<file path="config.mk">
export PLATFORM = sky130hd
export DESIGN_NAME = block_fit_allocator
export DESIGN_NICKNAME = d
export VERILOG_FILES = /design/src/hdl/bfa_pkg.sv /design/src/hdl/bfa_datapath.sv /design/src/hdl/bfa_ctrl.sv /design/src/hdl/block_fit_allocator.sv
export SDC_FILE = /design/constraint.sdc
export NUM_CORES = 1
export LEC_CHECK = 0
export CAP_MARGIN = 20
export CORE_MARGIN = 2
export CORE_UTILIZATION = 30
export CTS_CLUSTER_DIAMETER = 30
export DETAILED_ROUTE_END_ITERATION = 16
export DONT_BUFFER_PORTS = 1
export GPL_ROUTABILITY_DRIVEN = 0
export GPL_TIMING_DRIVEN = 1
export HOLD_SLACK_MARGIN = 0.15
export SYNTH_ARGS = -nofsm -noshare
export SYNTH_HDL_FRONTEND = slang
export SYNTH_SLANG_ARGS = --single-unit
</file>
<file path="constraint.sdc">
create_clock -name clk -period 8.76 [get_ports clk]
set_input_delay 0.438 -clock clk [delete_from_list [all_inputs] [get_ports clk]]
set_output_delay 0.438 -clock clk [all_outputs]
set_load 0.03 [all_outputs]
</file>
<file path="src/hdl/bfa_pkg.sv">
// Package with the types, codes and sizes shared by the block fit allocator.
package bfa_pkg;

    localparam int NUM_BLOCKS = 16;
    localparam int IDX_W      = (NUM_BLOCKS > 1) ? $clog2(NUM_BLOCKS) : 1;
    localparam int SIZE_W     = 16;
    localparam int BLKID_W    = 4;
    localparam int MODE_W     = 2;

    localparam logic CMD_LOAD  = 1'b0;
    localparam logic CMD_ALLOC = 1'b1;

    localparam logic [MODE_W-1:0] MODE_FIRST = 2'd0;
    localparam logic [MODE_W-1:0] MODE_BEST  = 2'd1;
    localparam logic [MODE_W-1:0] MODE_WORST = 2'd2;

    typedef struct packed {
        logic               cmd;
        logic [BLKID_W-1:0] block_index;
        logic [SIZE_W-1:0]  size_value;
    } in_item_t;

    typedef struct packed {
        logic               granted;
        logic [BLKID_W-1:0] chosen_block;
        logic [SIZE_W-1:0]  room_left;
    } out_item_t;

    typedef enum logic [1:0] {
        ST_IDLE,
        ST_SCAN,
        ST_DONE
    } state_t;

    typedef struct packed {
        logic accept;
        logic step;
        logic commit;
    } dp_cmd_t;

    typedef struct packed {
        logic in_is_alloc;
        logic scan_last;
        logic out_free;
    } dp_status_t;

endpackage

</file>
<file path="src/hdl/bfa_datapath.sv">
// Datapath of the block fit allocator: free size table, scan compare and output register.
module bfa_datapath
    import bfa_pkg::*;
(
    input  logic        clk,
    input  logic        rst_n,
    input  in_item_t    in_data,
    output out_item_t   out_data,
    output logic        out_valid,
    input  logic        out_ready,
    input  logic        cfg_we,
    input  logic [1:0]  cfg_data,
    input  dp_cmd_t     cmd,
    output dp_status_t  status
);

    logic [SIZE_W-1:0] free_size_reg [NUM_BLOCKS];
    logic [MODE_W-1:0] mode_reg;
    logic [SIZE_W-1:0] req_reg;
    logic [IDX_W-1:0]  cnt_reg;
    logic              found_reg;
    logic [IDX_W-1:0]  best_idx_reg;
    logic [SIZE_W-1:0] best_left_reg;
    logic              out_valid_reg;
    out_item_t         out_data_reg;

    logic [SIZE_W-1:0] have;
    logic [SIZE_W-1:0] left;
    logic              fits;
    logic              take;
    logic              load_hit;

    assign have     = free_size_reg[cnt_reg];
    assign fits     = (have >= req_reg);
    assign left     = have - req_reg;
    assign load_hit = (in_data.cmd == CMD_LOAD) && (32'(in_data.block_index) < NUM_BLOCKS);

    always_comb
    begin
        take = 1'b0;
        if (fits)
        begin
            unique case (mode_reg)
                MODE_BEST:  take = !found_reg || (left < best_left_reg);
                MODE_WORST: take = !found_reg || (left > best_left_reg);
                default:    take = !found_reg;
            endcase
        end
    end

    always_ff @(posedge clk or negedge rst_n)
    begin
        if (!rst_n)
        begin
            for (int i = 0; i < NUM_BLOCKS; i++)
            begin
                free_size_reg[i] <= '0;
            end
            mode_reg      <= MODE_FIRST;
            cnt_reg       <= '0;
            found_reg     <= 1'b0;
            out_valid_reg <= 1'b0;
        end
        else
        begin
            if (cfg_we)
            begin
                mode_reg <= cfg_data;
            end
            if (out_valid_reg && out_ready)
            begin
                out_valid_reg <= 1'b0;
            end
            if (cmd.step)
            begin
                cnt_reg <= cnt_reg + 1'b1;
                if (take)
                begin
                    found_reg     <= 1'b1;
                    best_idx_reg  <= cnt_reg;
                    best_left_reg <= left;
                end
            end
            if (cmd.commit)
            begin
                out_valid_reg <= 1'b1;
                if (found_reg)
                begin
                    free_size_reg[best_idx_reg] <= best_left_reg;
                    out_data_reg.granted        <= 1'b1;
                    out_data_reg.chosen_block   <= BLKID_W'(best_idx_reg);
                    out_data_reg.room_left      <= best_left_reg;
                end
                else
                begin
                    out_data_reg <= '0;
                end
            end
            // A load that follows a commit in the same cycle is the later transfer.
            if (cmd.accept)
            begin
                req_reg   <= in_data.size_value;
                cnt_reg   <= '0;
                found_reg <= 1'b0;
                if (load_hit)
                begin
                    free_size_reg[in_data.block_index[IDX_W-1:0]] <= in_data.size_value;
                end
            end
        end
    end

    assign out_valid          = out_valid_reg;
    assign out_data           = out_data_reg;
    assign status.in_is_alloc = (in_data.cmd == CMD_ALLOC);
    assign status.scan_last   = (cnt_reg == IDX_W'(NUM_BLOCKS - 1));
    assign status.out_free    = !out_valid_reg || out_ready;

endmodule

</file>
<file path="src/hdl/bfa_ctrl.sv">
// Controller state machine of the block fit allocator.
module bfa_ctrl
    import bfa_pkg::*;
(
    input  logic       clk,
    input  logic       rst_n,
    input  logic       in_valid,
    output logic       in_ready,
    input  dp_status_t status,
    output dp_cmd_t    cmd
);

    state_t state_reg;
    state_t state_next;

    always_ff @(posedge clk or negedge rst_n)
    begin
        if (!rst_n)
        begin
            state_reg <= ST_IDLE;
        end
        else
        begin
            state_reg <= state_next;
        end
    end

    always_comb
    begin
        state_next = state_reg;
        in_ready   = 1'b0;
        cmd        = '0;
        unique case (state_reg)
            ST_IDLE:
            begin
                in_ready = 1'b1;
                if (in_valid)
                begin
                    cmd.accept = 1'b1;
                    if (status.in_is_alloc)
                    begin
                        state_next = ST_SCAN;
                    end
                end
            end
            ST_SCAN:
            begin
                cmd.step = 1'b1;
                if (status.scan_last)
                begin
                    state_next = ST_DONE;
                end
            end
            ST_DONE:
            begin
                if (status.out_free)
                begin
                    cmd.commit = 1'b1;
                    in_ready   = 1'b1;
                    state_next = ST_IDLE;
                    if (in_valid)
                    begin
                        cmd.accept = 1'b1;
                        if (status.in_is_alloc)
                        begin
                            state_next = ST_SCAN;
                        end
                    end
                end
            end
            default:
            begin
                state_next = ST_IDLE;
            end
        endcase
    end

endmodule

</file>
<file path="src/hdl/block_fit_allocator.sv">
// Top level of the block fit allocator.
// The block keeps a table of free sizes for NUM_BLOCKS memory blocks.
// Input transfers on in_valid/in_ready carry a command, a block index and a size.
// A load command writes a block's free size and produces no result.
// An allocate command scans the table one entry per cycle and picks a block
// according to the fit mode written on cfg_we/cfg_data (first, best or worst fit).
// Each allocate produces one result transfer on out_valid/out_ready that reports
// whether it was granted, the chosen block and the room left in it.
// The scan walks the single table read port, so no new item is taken while an
// allocate is scanning; the next one can be taken as soon as its result is committed.
// The result sits in an output register; a new item is taken while it waits,
// but the next allocate holds at the end of its scan until that register is free.
// Reset clears the table to zero, the fit mode to first fit and all valid flags.
module block_fit_allocator
    import bfa_pkg::*;
(
    input  logic       clk,
    input  logic       rst_n,
    input  logic       in_valid,
    output logic       in_ready,
    input  in_item_t   in_data,
    output logic       out_valid,
    input  logic       out_ready,
    output out_item_t  out_data,
    input  logic       cfg_we,
    input  logic [1:0] cfg_data
);

    dp_cmd_t    cmd;
    dp_status_t status;

    bfa_ctrl u_ctrl (
        .clk      (clk),
        .rst_n    (rst_n),
        .in_valid (in_valid),
        .in_ready (in_ready),
        .status   (status),
        .cmd      (cmd)
    );

    bfa_datapath u_datapath (
        .clk       (clk),
        .rst_n     (rst_n),
        .in_data   (in_data),
        .out_data  (out_data),
        .out_valid (out_valid),
        .out_ready (out_ready),
        .cfg_we    (cfg_we),
        .cfg_data  (cfg_data),
        .cmd       (cmd),
        .status    (status)
    );

endmodule

</file>
==> impl_metrics.py, run 1 <==
metrics = {
    "worst_setup_path": {
        "timing.critical_path.slowest_cell_delay_ns": 1.07,
        "setup_cp_type": "reg2reg",
        "r2r_slack_ns": 1.91,
        "worst-endpoint-required_ns": 8.99,
        "critPathSlowestCell": "sky130_fd_sc_hd__dfrtp_4",
        "worst_ep_arrival_ns": 7.08,
        "cell_by_cell_listing_of_the_critical_path": "buf_4 -> buf_4 -> mux4_2 -> mux4_2 -> ha_1 -> and2_1 -> and3_1 -> a31o_2 -> o41a_1 -> xor2_1 -> ha_1 -> nand4_1 -> nor4_1 -> a21boi_0 -> nor4b_1 -> mux2_2 -> o211a_1",
        "crit_path_end_kind": "flop",
        "critical_path.startpoint_type": "flop",
        "worstPathMaxFanout": 45,
    },
    "global_routing": {
        "grtUsageMet2_pct": 26.31,
        "grt_start_max_net_pins": 267,
        "grt.overflow.total": 0,
        "antenna_found_initial": 3,
        "number_of_global_route_vias_before_repair": 12150,
        "first_pass_grt_wire_length_mm": 82.50,
        "global_router_s_overall_resource_usage_pct": 17.87,
        "busiest_layer": "met2",
        "grtUsageMet3_pct": 4.162,
        "grt.met1_usage_pct": 25.17,
    },
    "floorplanning": {
        "io_pins": 51,
        "initial_utilization_pct": 30.38,
        "floorplan.die_area_sq_um": 63110,
        "die_w_um": 251.2,
        "core-area_sq_um": 60360,
        "die_h_um": 251.2,
        "num_rows": 90,
    },
    "final_layout": {
        "number_of_nets_at_the_end_of_the_flow": 1398,
        "antenna_diodes": 0,
        "post_route_cells_drive_above_1_share_pct": 56.68,
        "final.fill_count": 5614,
        "final_area_sq_um": 22620,
        "syn_to_final_growth_pct": 23.37,
        "postLayoutCoreUtil_pct": 37.48,
        "largest_register_ffs": 256,
    },
    "detailed_routing": {
        "drt_pre_antenna_iters": 6,
        "drcViolationCount": 0,
        "drtAntennaViolNets": 0,
        "postRouteWirelength_mm": 55.88,
        "avgViaCountPerCell": 5.344,
        "post_drt_wl_per_cell_um": 25.43,
        "num_vias": 11740,
        "detail_route.iter0.violations": 1060,
    },
    "synthesis": {
        "main_combinational_cell_family_by_area_after_synthesis": "multiplexers",
        "synth-simple-area-share_pct": 4.483,
        "post_synth_instance_area_sq_um": 18340,
        "number_of_instances_in_the_synthesized_netlist": 1290,
        "synth_seq_cells": 323,
        "async_set_or_reset_register_ratio_after_synthesis_pct": 82.35,
        "synth_enable_flop_cells": 57,
        "yosys_most_used_dff": "sky130_fd_sc_hd__dfrtp_1",
        "synthesis.nets": 1353,
        "synth.avg_cell_area_sq_um": 14.21,
        "ys_seq_area_share_pct": 45.64,
        "synth_adder_area_share_pct": 2.429,
        "synth_compound_area_share_pct": 1.965,
        "yosys.area_share.xor_xnor_pct": 0.7643,
        "synth_mux_area_share_pct": 41.45,
        "yosysUniqueCellTypes": 63,
        "synth-warning-count": 0,
    },
    "clocking": {
        "tritoncts": "built",
        "sink_count_of_the_clock_tree": 323,
        "cts_buffers": 96,
        "post_cts_setup_buffer_count": 0,
        "ctsLongestPathBuffers": 3,
        "cts_root_buffer": "sky130_fd_sc_hd__clkbuf_16",
        "insertion_delay_ns": 0.62,
        "clk_pin_slew_worst_setup_hold_paths_ns": 0.04,
        "cts.htree.levels": 3,
    },
    "timing": {
        "worstMarginPinSlew_ns": 0.9995,
        "final_period_minus_worst_setup_slack_ns": 6.852,
        "report.final.slew_viol_count": 0,
        "unrepaired_setup_endpoints_after_global_routing": "false",
        "finalHoldViolCount": 0,
        "slew-limit-headroom_pct": 33.23,
        "maxClockFrequency_ghz": 0.1459,
        "setup_violations_final": 0,
        "fin_worst_hold_slack_ns": 0.2281,
        "skew_ns": 0.02076,
        "setup-tns-final_ns": 0,
        "final_min_period_over_clock_period_pct": 78.22,
    },
    "place": {
        "port_buffers": 0,
        "detailed_place_hpwl_mm": 31.61,
        "dpl_cell_area_sq_um": 19010,
    },
    "power_and_ir_drop": {
        "peakVddDrop_v": 0.0001983,
        "pwr_density_cell_nw_per_um2": 322.7,
        "post-layout-total-power_mw": 7.300,
        "leakage_nw": 10.25,
    },
    "run_status": {
        "outcome": "finished, final reports clean",
    },
    "hold_path": {
        "hold_path.class": "in2reg",
    },
    "job": {
        "max_cap_viol_count": 0,
    },
}
-- Yosys cell counts (6+ instances only) --
library cell               count  area [sq um]
sky130_fd_sc_hd__buf_2        26         130.1
sky130_fd_sc_hd__buf_4         9         67.56
sky130_fd_sc_hd__nor2_1       31         116.4
sky130_fd_sc_hd__ha_1         34         425.4
sky130_fd_sc_hd__nand2b_1      6         37.54
sky130_fd_sc_hd__a21oi_1      21         105.1
sky130_fd_sc_hd__inv_1        35         131.4
sky130_fd_sc_hd__nor2b_1      12         75.07
sky130_fd_sc_hd__clkbuf_1     51         191.4
sky130_fd_sc_hd__edfxtp_1     57          1712
sky130_fd_sc_hd__and2_1        8         50.05
sky130_fd_sc_hd__xor2_1        6         52.55
sky130_fd_sc_hd__nand3_1       7         35.03
sky130_fd_sc_hd__xnor2_1      10         87.58
sky130_fd_sc_hd__nand2_2       9         56.30
sky130_fd_sc_hd__mux4_2       80          1802
sky130_fd_sc_hd__o21ai_0       7         35.03
sky130_fd_sc_hd__dfrtp_1     266          6656
sky130_fd_sc_hd__nand2_1      22         82.58
sky130_fd_sc_hd__mux2_2      512          5766
-- power breakdown --
group	switching, mW	leakage (nW)	internal, mW
combinational	0.769	4.53	0.958
sequential	0.274	4.10	1.85
clock	0.999	1.62	2.45
-- logic make-up after synthesis --
group           count (synthesis)
buf+inv                       132
mux                           595
flops                         323
simple gates                  134
xor+xnor                       16
fa+ha+maj                      35
compound gates                 55
-- timing repair --
| item | 4_1_cts | 5_1_grt |
|---|---|---|
| hold buffers | 26 | 0 |
| hold endpoints to repair | 543 | 0 |
| resized for setup | 0 | 0 |
-- per-stage QoR --
step / std cells / setup WS (ns)
5_1_grt: 2197 / 1.304
3_3_place_gp: 1991 / 1.868
4_1_cts: 2195 / 1.697
6_report: 2197 / 1.908
2_1_floorplan: 1290 / 2.945
3_5_place_dp: 1991 / 1.742
-- layout make-up --
class	count	area [sq um]	share of cell area [%]
Clock buffer	133	2786	12.32
Clock inverter	45	501.7	2.218
Tap cell	782	978.4	4.326
Timing Repair Buffer	43	430.4	1.903
Multi-Input combinational cell	835	9414	41.62
Sequential cell	323	8373	37.02
Inverter	36	135.1	0.5974
-- routing by layer --
layer	share of wire (%)	vias to the layer above	wire length, um
li1	-	4958	-
met1	45	6186	25020
met2	44	479	24760
met3	7.2	113	4023
met4	3.7	4	2044
met5	0.052	-	29
-- worst max-delay path, delay by kind of cell, from the launching register on --
kind	cells	cell delay, ns
AO/OA/AOI/OAI	4	1.52
multiplexers	3	1.27
flip-flops	1	1.07
AND/OR/NAND/NOR	5	1.00
buffers and inverters	2	0.75
adder cells (fa/ha/maj)	2	0.65
XOR/XNOR	1	0.17
-- cell usage in the layout (no fill, tap or decap), types with 4 or more instances in the layout --
master / netlist / routed
sky130_fd_sc_hd__dlygate4sd3_1: 0 / 25
sky130_fd_sc_hd__nand3_2: 4 / 5
sky130_fd_sc_hd__nor2b_1: 12 / 10
sky130_fd_sc_hd__edfxtp_1: 57 / 57
sky130_fd_sc_hd__mux2_2: 512 / 512
sky130_fd_sc_hd__nand3_1: 7 / 6
sky130_fd_sc_hd__mux4_2: 80 / 80
sky130_fd_sc_hd__clkbuf_1: 51 / 17
sky130_fd_sc_hd__clkinv_2: 0 / 23
sky130_fd_sc_hd__clkinv_1: 0 / 6
sky130_fd_sc_hd__clkbuf_8: 0 / 16
sky130_fd_sc_hd__buf_4: 9 / 15
sky130_fd_sc_hd__xor2_1: 6 / 6
sky130_fd_sc_hd__a21oi_1: 21 / 21
sky130_fd_sc_hd__nand4_1: 5 / 5
sky130_fd_sc_hd__o211ai_1: 4 / 4
sky130_fd_sc_hd__dfrtp_1: 266 / 264
sky130_fd_sc_hd__ha_1: 34 / 34
sky130_fd_sc_hd__xnor2_1: 10 / 10
sky130_fd_sc_hd__bufinv_16: 0 / 9
sky130_fd_sc_hd__nor2_4: 3 / 7
sky130_fd_sc_hd__nand2_1: 22 / 22
sky130_fd_sc_hd__nand2_2: 9 / 9
sky130_fd_sc_hd__clkbuf_16: 0 / 100
sky130_fd_sc_hd__o21ai_0: 7 / 7
sky130_fd_sc_hd__inv_1: 35 / 35
sky130_fd_sc_hd__nor2_1: 31 / 31
sky130_fd_sc_hd__a21o_1: 5 / 5
sky130_fd_sc_hd__and2_1: 8 / 8
sky130_fd_sc_hd__nand2b_1: 6 / 6
-- worst paths after layout --
check,start,to,depth (start not counted)
hold / removal,out_ready,u_datapath.found_reg,4
setup reg to reg,u_datapath.cnt_reg[0],u_datapath.best_idx_reg[2],17
hold reg to reg,u_datapath.mode_reg[1],u_datapath.mode_reg[1],1
setup / recovery,u_datapath.cnt_reg[0],u_datapath.best_idx_reg[2],17
max in group asynchronous,rst_n,u_datapath.free_size_reg[76],3
min in group asynchronous,rst_n,u_datapath.free_size_reg[31],2
Note: power is estimated with default switching activity, not from simulation.
==> run 2: changes to the inputs <==
==> constraint.sdc (replaced) <==
create_clock -name clk -period 5.7 [get_ports clk]
set_input_delay 0.285 -clock clk [delete_from_list [all_inputs] [get_ports clk]]
set_output_delay 0.285 -clock clk [all_outputs]
set_load 0.03 [all_outputs]
==> run 2 against run 1 <==
Fmax increased by 23%. First-iteration DRC count is 2.4% lower. Routed wire length grew 0.42%. Clock power rose by 50%. Critical endpoint is now u_datapath.best_left_reg[15]. Final cell count rose by 0.96%. Utilization grew 0.31 points. Design area is 0.82% higher. Largest power group unchanged. Power rose by 56%. Global-route usage rose by 0.052 points. Register-to-register slack worse by 1.8 ns. Highest routed layer unchanged. Setup slack worse by 1.8 ns. The flow now finishes with violations (negative hold slack). Flip-flop and latch count unchanged.
==> impl_metrics.py, run 2 (same netlist as run 1, synthesis figures left out) <==
metrics = {
    "run_status": {
        "outcome": "complete, but fails checks",
        "violations": "negative hold slack",
    },
    "timing": {
        "setup-tns-final_ns": 0,
        "fin_worst_hold_slack_ns": -0.5869,
        "post-route-worst-setup-slack_ns": 0.1343,
        "finalHoldViolCount": 266,
        "maxClockFrequency_ghz": 0.1797,
        "worstMarginPinSlew_ns": 1.032,
        "report.final.slew_viol_count": 0,
        "final_min_period_over_clock_period_pct": 97.64,
        "skew_ns": 0.02225,
        "final_period_minus_worst_setup_slack_ns": 5.566,
        "slew-limit-headroom_pct": 31.03,
        "setup_violations_final": 0,
    },
    "clocking": {
        "cts_root_buffer": "sky130_fd_sc_hd__clkbuf_16",
        "postCtsHoldBufs": 24,
        "cts_buffers": 88,
        "insertion_delay_ns": 0.62,
        "sink_count_of_the_clock_tree": 323,
        "ctsLongestPathBuffers": 3,
        "clk_pin_slew_worst_setup_hold_paths_ns": 0.05,
        "cts.htree.levels": 3,
        "tritoncts": "built",
    },
    "final_layout": {
        "final_area_sq_um": 22800,
        "syn_to_final_growth_pct": 24.38,
        "number_of_nets_at_the_end_of_the_flow": 1427,
        "layout_common_cells": "sky130_fd_sc_hd__mux2_2, sky130_fd_sc_hd__dfrtp_1, sky130_fd_sc_hd__clkbuf_16",
        "final_common_cell": "sky130_fd_sc_hd__mux2_2",
        "post_route_cells_drive_above_1_share_pct": 58.08,
        "antenna_diodes": 0,
        "largest_register_ffs": 256,
    },
    "worst_setup_path": {
        "worstPathMaxFanout": 10,
        "setup_cp_type": "reg2reg",
        "worst_ep_arrival_ns": 5.91,
        "r2r.worst_path.cells": 17,
        "r2r_end": "u_datapath.best_left_reg[15]",
        "reg2reg_from": "u_datapath.cnt_reg[0]",
        "r2r_slack_ns": 0.13,
        "worst-endpoint-required_ns": 6.04,
        "critical_path.startpoint_type": "flop",
        "crit_path_end_kind": "flop",
    },
    "place": {
        "dpl_worst_slack_ns": -0.1668,
        "dpl_cell_area_sq_um": 19330,
        "port_buffers": 0,
        "detailed_place_hpwl_mm": 32.01,
    },
    "power_and_ir_drop": {
        "pwr_density_cell_nw_per_um2": 499.5,
        "switching_power_mw": 3.175,
        "p_seq_share_pct": 27.6,
        "share_clk_of_total_power_pct": 45.4,
        "leakage_nw": 10.34,
        "power_frac_comb_pct": 27.0,
        "peakVddDrop_v": 0.0002553,
        "p_sw_share_pct": 27.87,
        "intPower_mw": 8.215,
    },
    "floorplanning": {
        "die_h_um": 251.2,
        "io_pins": 51,
        "floorplan.die_area_sq_um": 63110,
        "num_rows": 90,
        "die_w_um": 251.2,
        "initial_utilization_pct": 30.38,
        "core-area_sq_um": 60360,
    },
    "global_routing": {
        "global_router_s_overall_resource_usage_pct": 17.92,
        "number_of_global_route_vias_before_repair": 12200,
        "antenna_found_initial": 4,
        "grt.overflow.total": 0,
        "grt_start_max_net_pins": 270,
        "first_pass_grt_wire_length_mm": 82.82,
    },
    "detailed_routing": {
        "postRouteWirelength_mm": 56.12,
        "drcViolationCount": 0,
        "drt_pre_antenna_iters": 5,
        "drtAntennaViolNets": 0,
        "detail_route.iter0.violations": 1035,
        "avgViaCountPerCell": 5.320,
        "post_drt_wl_per_cell_um": 25.30,
        "num_vias": 11800,
    },
    "job": {
        "max_cap_viol_count": 0,
    },
    "hold_path": {
        "hold_path.class": "in2async",
    },
}
-- run 2: cell count changes in the layout (fill, tap and decap cells not counted), moves of 2 or more --
cell and change:
sky130_fd_sc_hd__buf_12 +5, sky130_fd_sc_hd__buf_16 -2, sky130_fd_sc_hd__buf_4 +34, sky130_fd_sc_hd__bufinv_16 +4, sky130_fd_sc_hd__clkbuf_1 -2, sky130_fd_sc_hd__clkbuf_16 -9, sky130_fd_sc_hd__clkinv_1 -4, sky130_fd_sc_hd__clkinv_2 -9
sky130_fd_sc_hd__clkinv_4 +4, sky130_fd_sc_hd__inv_16 +2, sky130_fd_sc_hd__o211a_4 +2
-- run 2: power groups by stage --
stage               clock network (mW)  logic (mW)  registers, mW
floorplan                            0        2.21           3.01
global placement                     0        2.81           3.19
detailed placement                   0        2.90           3.21
CTS                               5.23        2.95           3.18
global route                      5.37        3.31           3.20
finish                            5.17        3.08           3.15
-- run 2: area by class of cell --
cell class              instances  area [sq um]
fillers                      5619         37550
multi-input cells             836          9449
flip-flops and latches        323          8373
clock buffers                 121          2540
well taps                     782         978.4
repair buffers                 79         723.2
clock inverters                41         605.6
inverters                      36         135.1
-- run 2: metrics by stage --
stage | hold WS [ns] | power, mW | instances | util [%]
6_report | -0.5869 | 11.39 | 2218 | 37.78
5_1_grt | -0.6067 | 11.87 | 2218 | 37.78
4_1_cts | -0.6279 | 11.36 | 2214 | 37.65
3_5_place_dp | 0.02266 | 6.107 | 2028 | 32.03
3_3_place_gp | 0.02184 | 6.005 | 2028 | 32.03
2_1_floorplan | -0.01059 | 5.216 | 1290 | -
-- run 2: critical path, stage by stage (launching register included) --
cell                       delay, ns
sky130_fd_sc_hd__dfrtp_4        0.46
sky130_fd_sc_hd__buf_8          0.19
sky130_fd_sc_hd__buf_4          0.17
sky130_fd_sc_hd__mux4_2         0.50
sky130_fd_sc_hd__mux4_2         0.51
sky130_fd_sc_hd__ha_1           0.30
sky130_fd_sc_hd__a211o_1        0.31
sky130_fd_sc_hd__o311a_1        0.35
sky130_fd_sc_hd__a31o_2         0.26
sky130_fd_sc_hd__o41a_1         0.32
sky130_fd_sc_hd__xor2_1         0.17
sky130_fd_sc_hd__ha_1           0.32
sky130_fd_sc_hd__nand4_1        0.13
sky130_fd_sc_hd__nor4_2         0.36
sky130_fd_sc_hd__a21boi_1       0.24
sky130_fd_sc_hd__nor4b_1        0.08
sky130_fd_sc_hd__mux2_2         0.31
sky130_fd_sc_hd__o211a_4        0.31
-- run 2: how the worst max path moves through the flow --
stage	start	to	slack, ns	depth (start not counted)
detailed placement	u_datapath.cnt_reg[0]	u_datapath.best_left_reg[2]	-0.17	17
global route	u_datapath.cnt_reg[0]	u_datapath.best_left_reg[15]	-0.01	21
global placement	u_datapath.cnt_reg[0]	u_datapath.best_left_reg[2]	-0.16	17
floorplan	u_datapath.cnt_reg[0]	u_datapath.best_idx_reg[0]	0.06	18
CTS	u_datapath.cnt_reg[0]	u_datapath.best_left_reg[15]	0.006	17
finish	u_datapath.cnt_reg[0]	u_datapath.best_left_reg[15]	0.13	17
-- run 2: per-layer routing --
| layer | vias to the layer above | wire, um | GRT usage (%) |
|---|---|---|---|
| li1 | 5026 | - | - |
| met1 | 6184 | 25300 | 25.03 |
| met3 | 135 | 3666 | 3.427 |
| met2 | 447 | 24840 | 26.81 |
| met5 | - | 53 | 0 |
| met4 | 8 | 2253 | 8.316 |
-- run 2: what timing repair did --
action	4_1_cts	5_1_grt
resized for setup	1	3
hold endpoints to repair	548	266
cloned	0	1
setup endpoints to repair	20	20
buffers inserted	0	3
pin swaps	0	0
==> run 3: changes to the inputs <==
==> constraint.sdc (replaced) <==
create_clock -name clk -period 5.7 [get_ports clk]
set_input_delay 0.57 -clock clk [delete_from_list [all_inputs] [get_ports clk]]
set_output_delay 0.57 -clock clk [all_outputs]
set_load 0.03 [all_outputs]
==> run 3 against run 2 <==
The flow still finishes with violations (negative hold slack). Count of clock-buffer cells in the layout unchanged. Sequential power about the same. Die area stayed put. Flip-flop and latch count stayed put. Via count shrank 0.25%. Combinational power is essentially flat. Design area down 0.16%. Hold slack gained 0.28 ns. Routed wire length is essentially flat. Final cell count down 0.14%. First-iteration DRC count is 0.87% higher. Critical path type unchanged. Critical endpoint is now u_datapath.best_left_reg[14]. Largest cell class unchanged.
==> impl_metrics.py, run 3 (same netlist as run 1, synthesis figures left out) <==
metrics = {
    "worst_setup_path": {
        "crit_path_end_kind": "flop",
        "r2r_slack_ns": 0.14,
        "critical_path.startpoint_type": "flop",
        "worstPathMaxFanout": 10,
        "setup_cp_type": "reg2reg",
        "worst_ep_arrival_ns": 5.90,
        "r2r.worst_path.cells": 17,
        "r2r_end": "u_datapath.best_left_reg[14]",
        "reg2reg_from": "u_datapath.cnt_reg[0]",
        "worst-endpoint-required_ns": 6.04,
    },
    "final_layout": {
        "instances_no_fill": 2215,
        "syn_to_final_growth_pct": 24.17,
        "final_common_cell": "sky130_fd_sc_hd__mux2_2",
        "post_route_cells_drive_above_1_share_pct": 58.24,
        "number_of_nets_at_the_end_of_the_flow": 1423,
        "layout_common_cells": "sky130_fd_sc_hd__mux2_2, sky130_fd_sc_hd__dfrtp_1, sky130_fd_sc_hd__clkbuf_16",
        "largest_register_ffs": 256,
    },
    "floorplanning": {
        "die_w_um": 251.2,
        "initial_utilization_pct": 30.38,
        "core-area_sq_um": 60360,
        "io_pins": 51,
        "die_h_um": 251.2,
        "floorplan.die_area_sq_um": 63110,
        "num_rows": 90,
    },
    "timing": {
        "worstMarginPinSlew_ns": 1.022,
        "maxClockFrequency_ghz": 0.1799,
        "final_min_period_over_clock_period_pct": 97.50,
        "report.final.slew_viol_count": 0,
        "slew-limit-headroom_pct": 31.71,
        "setup_violations_final": 0,
        "finalHoldViolCount": 266,
        "final_period_minus_worst_setup_slack_ns": 5.558,
        "fin_worst_hold_slack_ns": -0.3029,
        "skew_ns": 0.02204,
    },
    "clocking": {
        "ctsLongestPathBuffers": 3,
        "clk_pin_slew_worst_setup_hold_paths_ns": 0.05,
        "tritoncts": "built",
        "postCtsHoldBufs": 20,
        "cts_buffers": 88,
        "cts.htree.levels": 3,
        "insertion_delay_ns": 0.62,
        "sink_count_of_the_clock_tree": 323,
        "cts_root_buffer": "sky130_fd_sc_hd__clkbuf_16",
    },
    "global_routing": {
        "first_pass_grt_wire_length_mm": 82.52,
        "global_router_s_overall_resource_usage_pct": 17.87,
        "number_of_global_route_vias_before_repair": 12180,
        "antenna_found_initial": 3,
        "grt_start_max_net_pins": 270,
        "grt.overflow.total": 0,
    },
    "detailed_routing": {
        "avgViaCountPerCell": 5.314,
        "drtAntennaViolNets": 0,
        "num_vias": 11770,
        "drcViolationCount": 0,
        "post_drt_wl_per_cell_um": 25.31,
        "postRouteWirelength_mm": 56.07,
        "detail_route.iter0.violations": 1044,
        "drt_pre_antenna_iters": 5,
    },
    "run_status": {
        "violations": "negative hold slack",
        "outcome": "complete, but fails checks",
    },
    "place": {
        "detailed_place_hpwl_mm": 32.01,
        "dp.cells": 2028,
        "port_buffers": 0,
    },
    "power_and_ir_drop": {
        "p_seq_share_pct": 27.6,
        "peakVddDrop_v": 0.0002587,
        "pwr_density_cell_nw_per_um2": 500.3,
        "leakage_nw": 10.32,
        "switching_power_mw": 3.177,
        "share_clk_of_total_power_pct": 45.4,
        "p_sw_share_pct": 27.90,
        "power_frac_comb_pct": 26.9,
        "intPower_mw": 8.213,
    },
    "hold_path": {
        "hold_path.class": "in2async",
    },
    "job": {
        "max_cap_viol_count": 0,
    },
}
==> run 3: changes by cell type in the layout (fill, tap and decap cells not counted), sizes merged <==
cell         delta
diode           +1
dlygate4sd3     -4
==> run 3: cell type report <==
cell class | instances | area (sq um)
diodes | 1 | 2.502
clock buffers | 121 | 2540
clock inverters | 41 | 605.6
fillers | 5616 | 37590
inverters | 36 | 135.1
multi-input cells | 836 | 9449
flip-flops and latches | 323 | 8373
well taps | 782 | 978.4
repair buffers | 75 | 683.2
==> run 3: worst max path at each step <==
stage,start,to
after floorplan,u_datapath.cnt_reg[0],u_datapath.best_idx_reg[0]
after global placement,u_datapath.cnt_reg[0],u_datapath.best_left_reg[2]
after detailed placement,u_datapath.cnt_reg[0],u_datapath.best_left_reg[2]
after CTS,u_datapath.cnt_reg[0],u_datapath.best_left_reg[15]
after global routing,u_datapath.cnt_reg[0],u_datapath.best_left_reg[15]
final,u_datapath.cnt_reg[0],u_datapath.best_left_reg[14]
==> run 3: per-layer routing <==
layer	part of all wire (%)	vias up	track usage (%)	routed length [um]
met5	0.070	-	0	39
met4	3.5	6	8.163	1956
met3	6.1	118	3.448	3429
met2	45	422	26.73	25080
met1	46	6199	25.00	25560
li1	-	5026	-	-
==> run 3: critical path, stage by stage (launching register included) <==
cell and delay (ns):
sky130_fd_sc_hd__dfrtp_4 0.46, sky130_fd_sc_hd__buf_8 0.19, sky130_fd_sc_hd__buf_4 0.17, sky130_fd_sc_hd__mux4_2 0.50, sky130_fd_sc_hd__mux4_2 0.50, sky130_fd_sc_hd__ha_1 0.30
sky130_fd_sc_hd__a211o_1 0.32, sky130_fd_sc_hd__o311a_1 0.35, sky130_fd_sc_hd__a31o_2 0.26, sky130_fd_sc_hd__o41a_1 0.32, sky130_fd_sc_hd__xor2_1 0.17, sky130_fd_sc_hd__ha_1 0.32
sky130_fd_sc_hd__nand4_1 0.12, sky130_fd_sc_hd__nor4_2 0.36, sky130_fd_sc_hd__a21boi_1 0.24, sky130_fd_sc_hd__nor4b_1 0.08, sky130_fd_sc_hd__mux2_2 0.31, sky130_fd_sc_hd__o211a_4 0.31
==> run 3: timing repair <==
action | in CTS | in global routing
setup endpoints to repair | 20 | 20
hold endpoints to repair | 541 | 266
setup buffers | 0 | 3
gates resized for setup | 1 | 3
cloned | 0 | 1
==> run 3: per-stage QoR <==
| step | util, % | instance area (sq um) | setup WS (ns) | TNS, ns | total power, mW |
|---|---|---|---|---|---|
| finish | 37.72 | 22770 | 0.1424 | 0 | 11.39 |
| global route | 37.72 | 22760 | -0.01311 | -0.1006 | 11.87 |
| CTS | 37.59 | 22690 | 0.006396 | 0 | 11.35 |
| detailed placement | 32.03 | 19330 | -0.1668 | -3.313 | 6.107 |
| global placement | 32.03 | 19330 | -0.1578 | -3.138 | 6.005 |
| floorplan | - | 18340 | 0.05523 | 0 | 5.216 |
==> run 3: power groups by stage <==
stage | clock network, mW | logic, mW | registers [mW]
2_1_floorplan | 0 | 2.21 | 3.01
3_3_place_gp | 0 | 2.81 | 3.19
3_5_place_dp | 0 | 2.90 | 3.21
4_1_cts | 5.23 | 2.95 | 3.18
5_1_grt | 5.37 | 3.31 | 3.20
6_report | 5.17 | 3.07 | 3.15
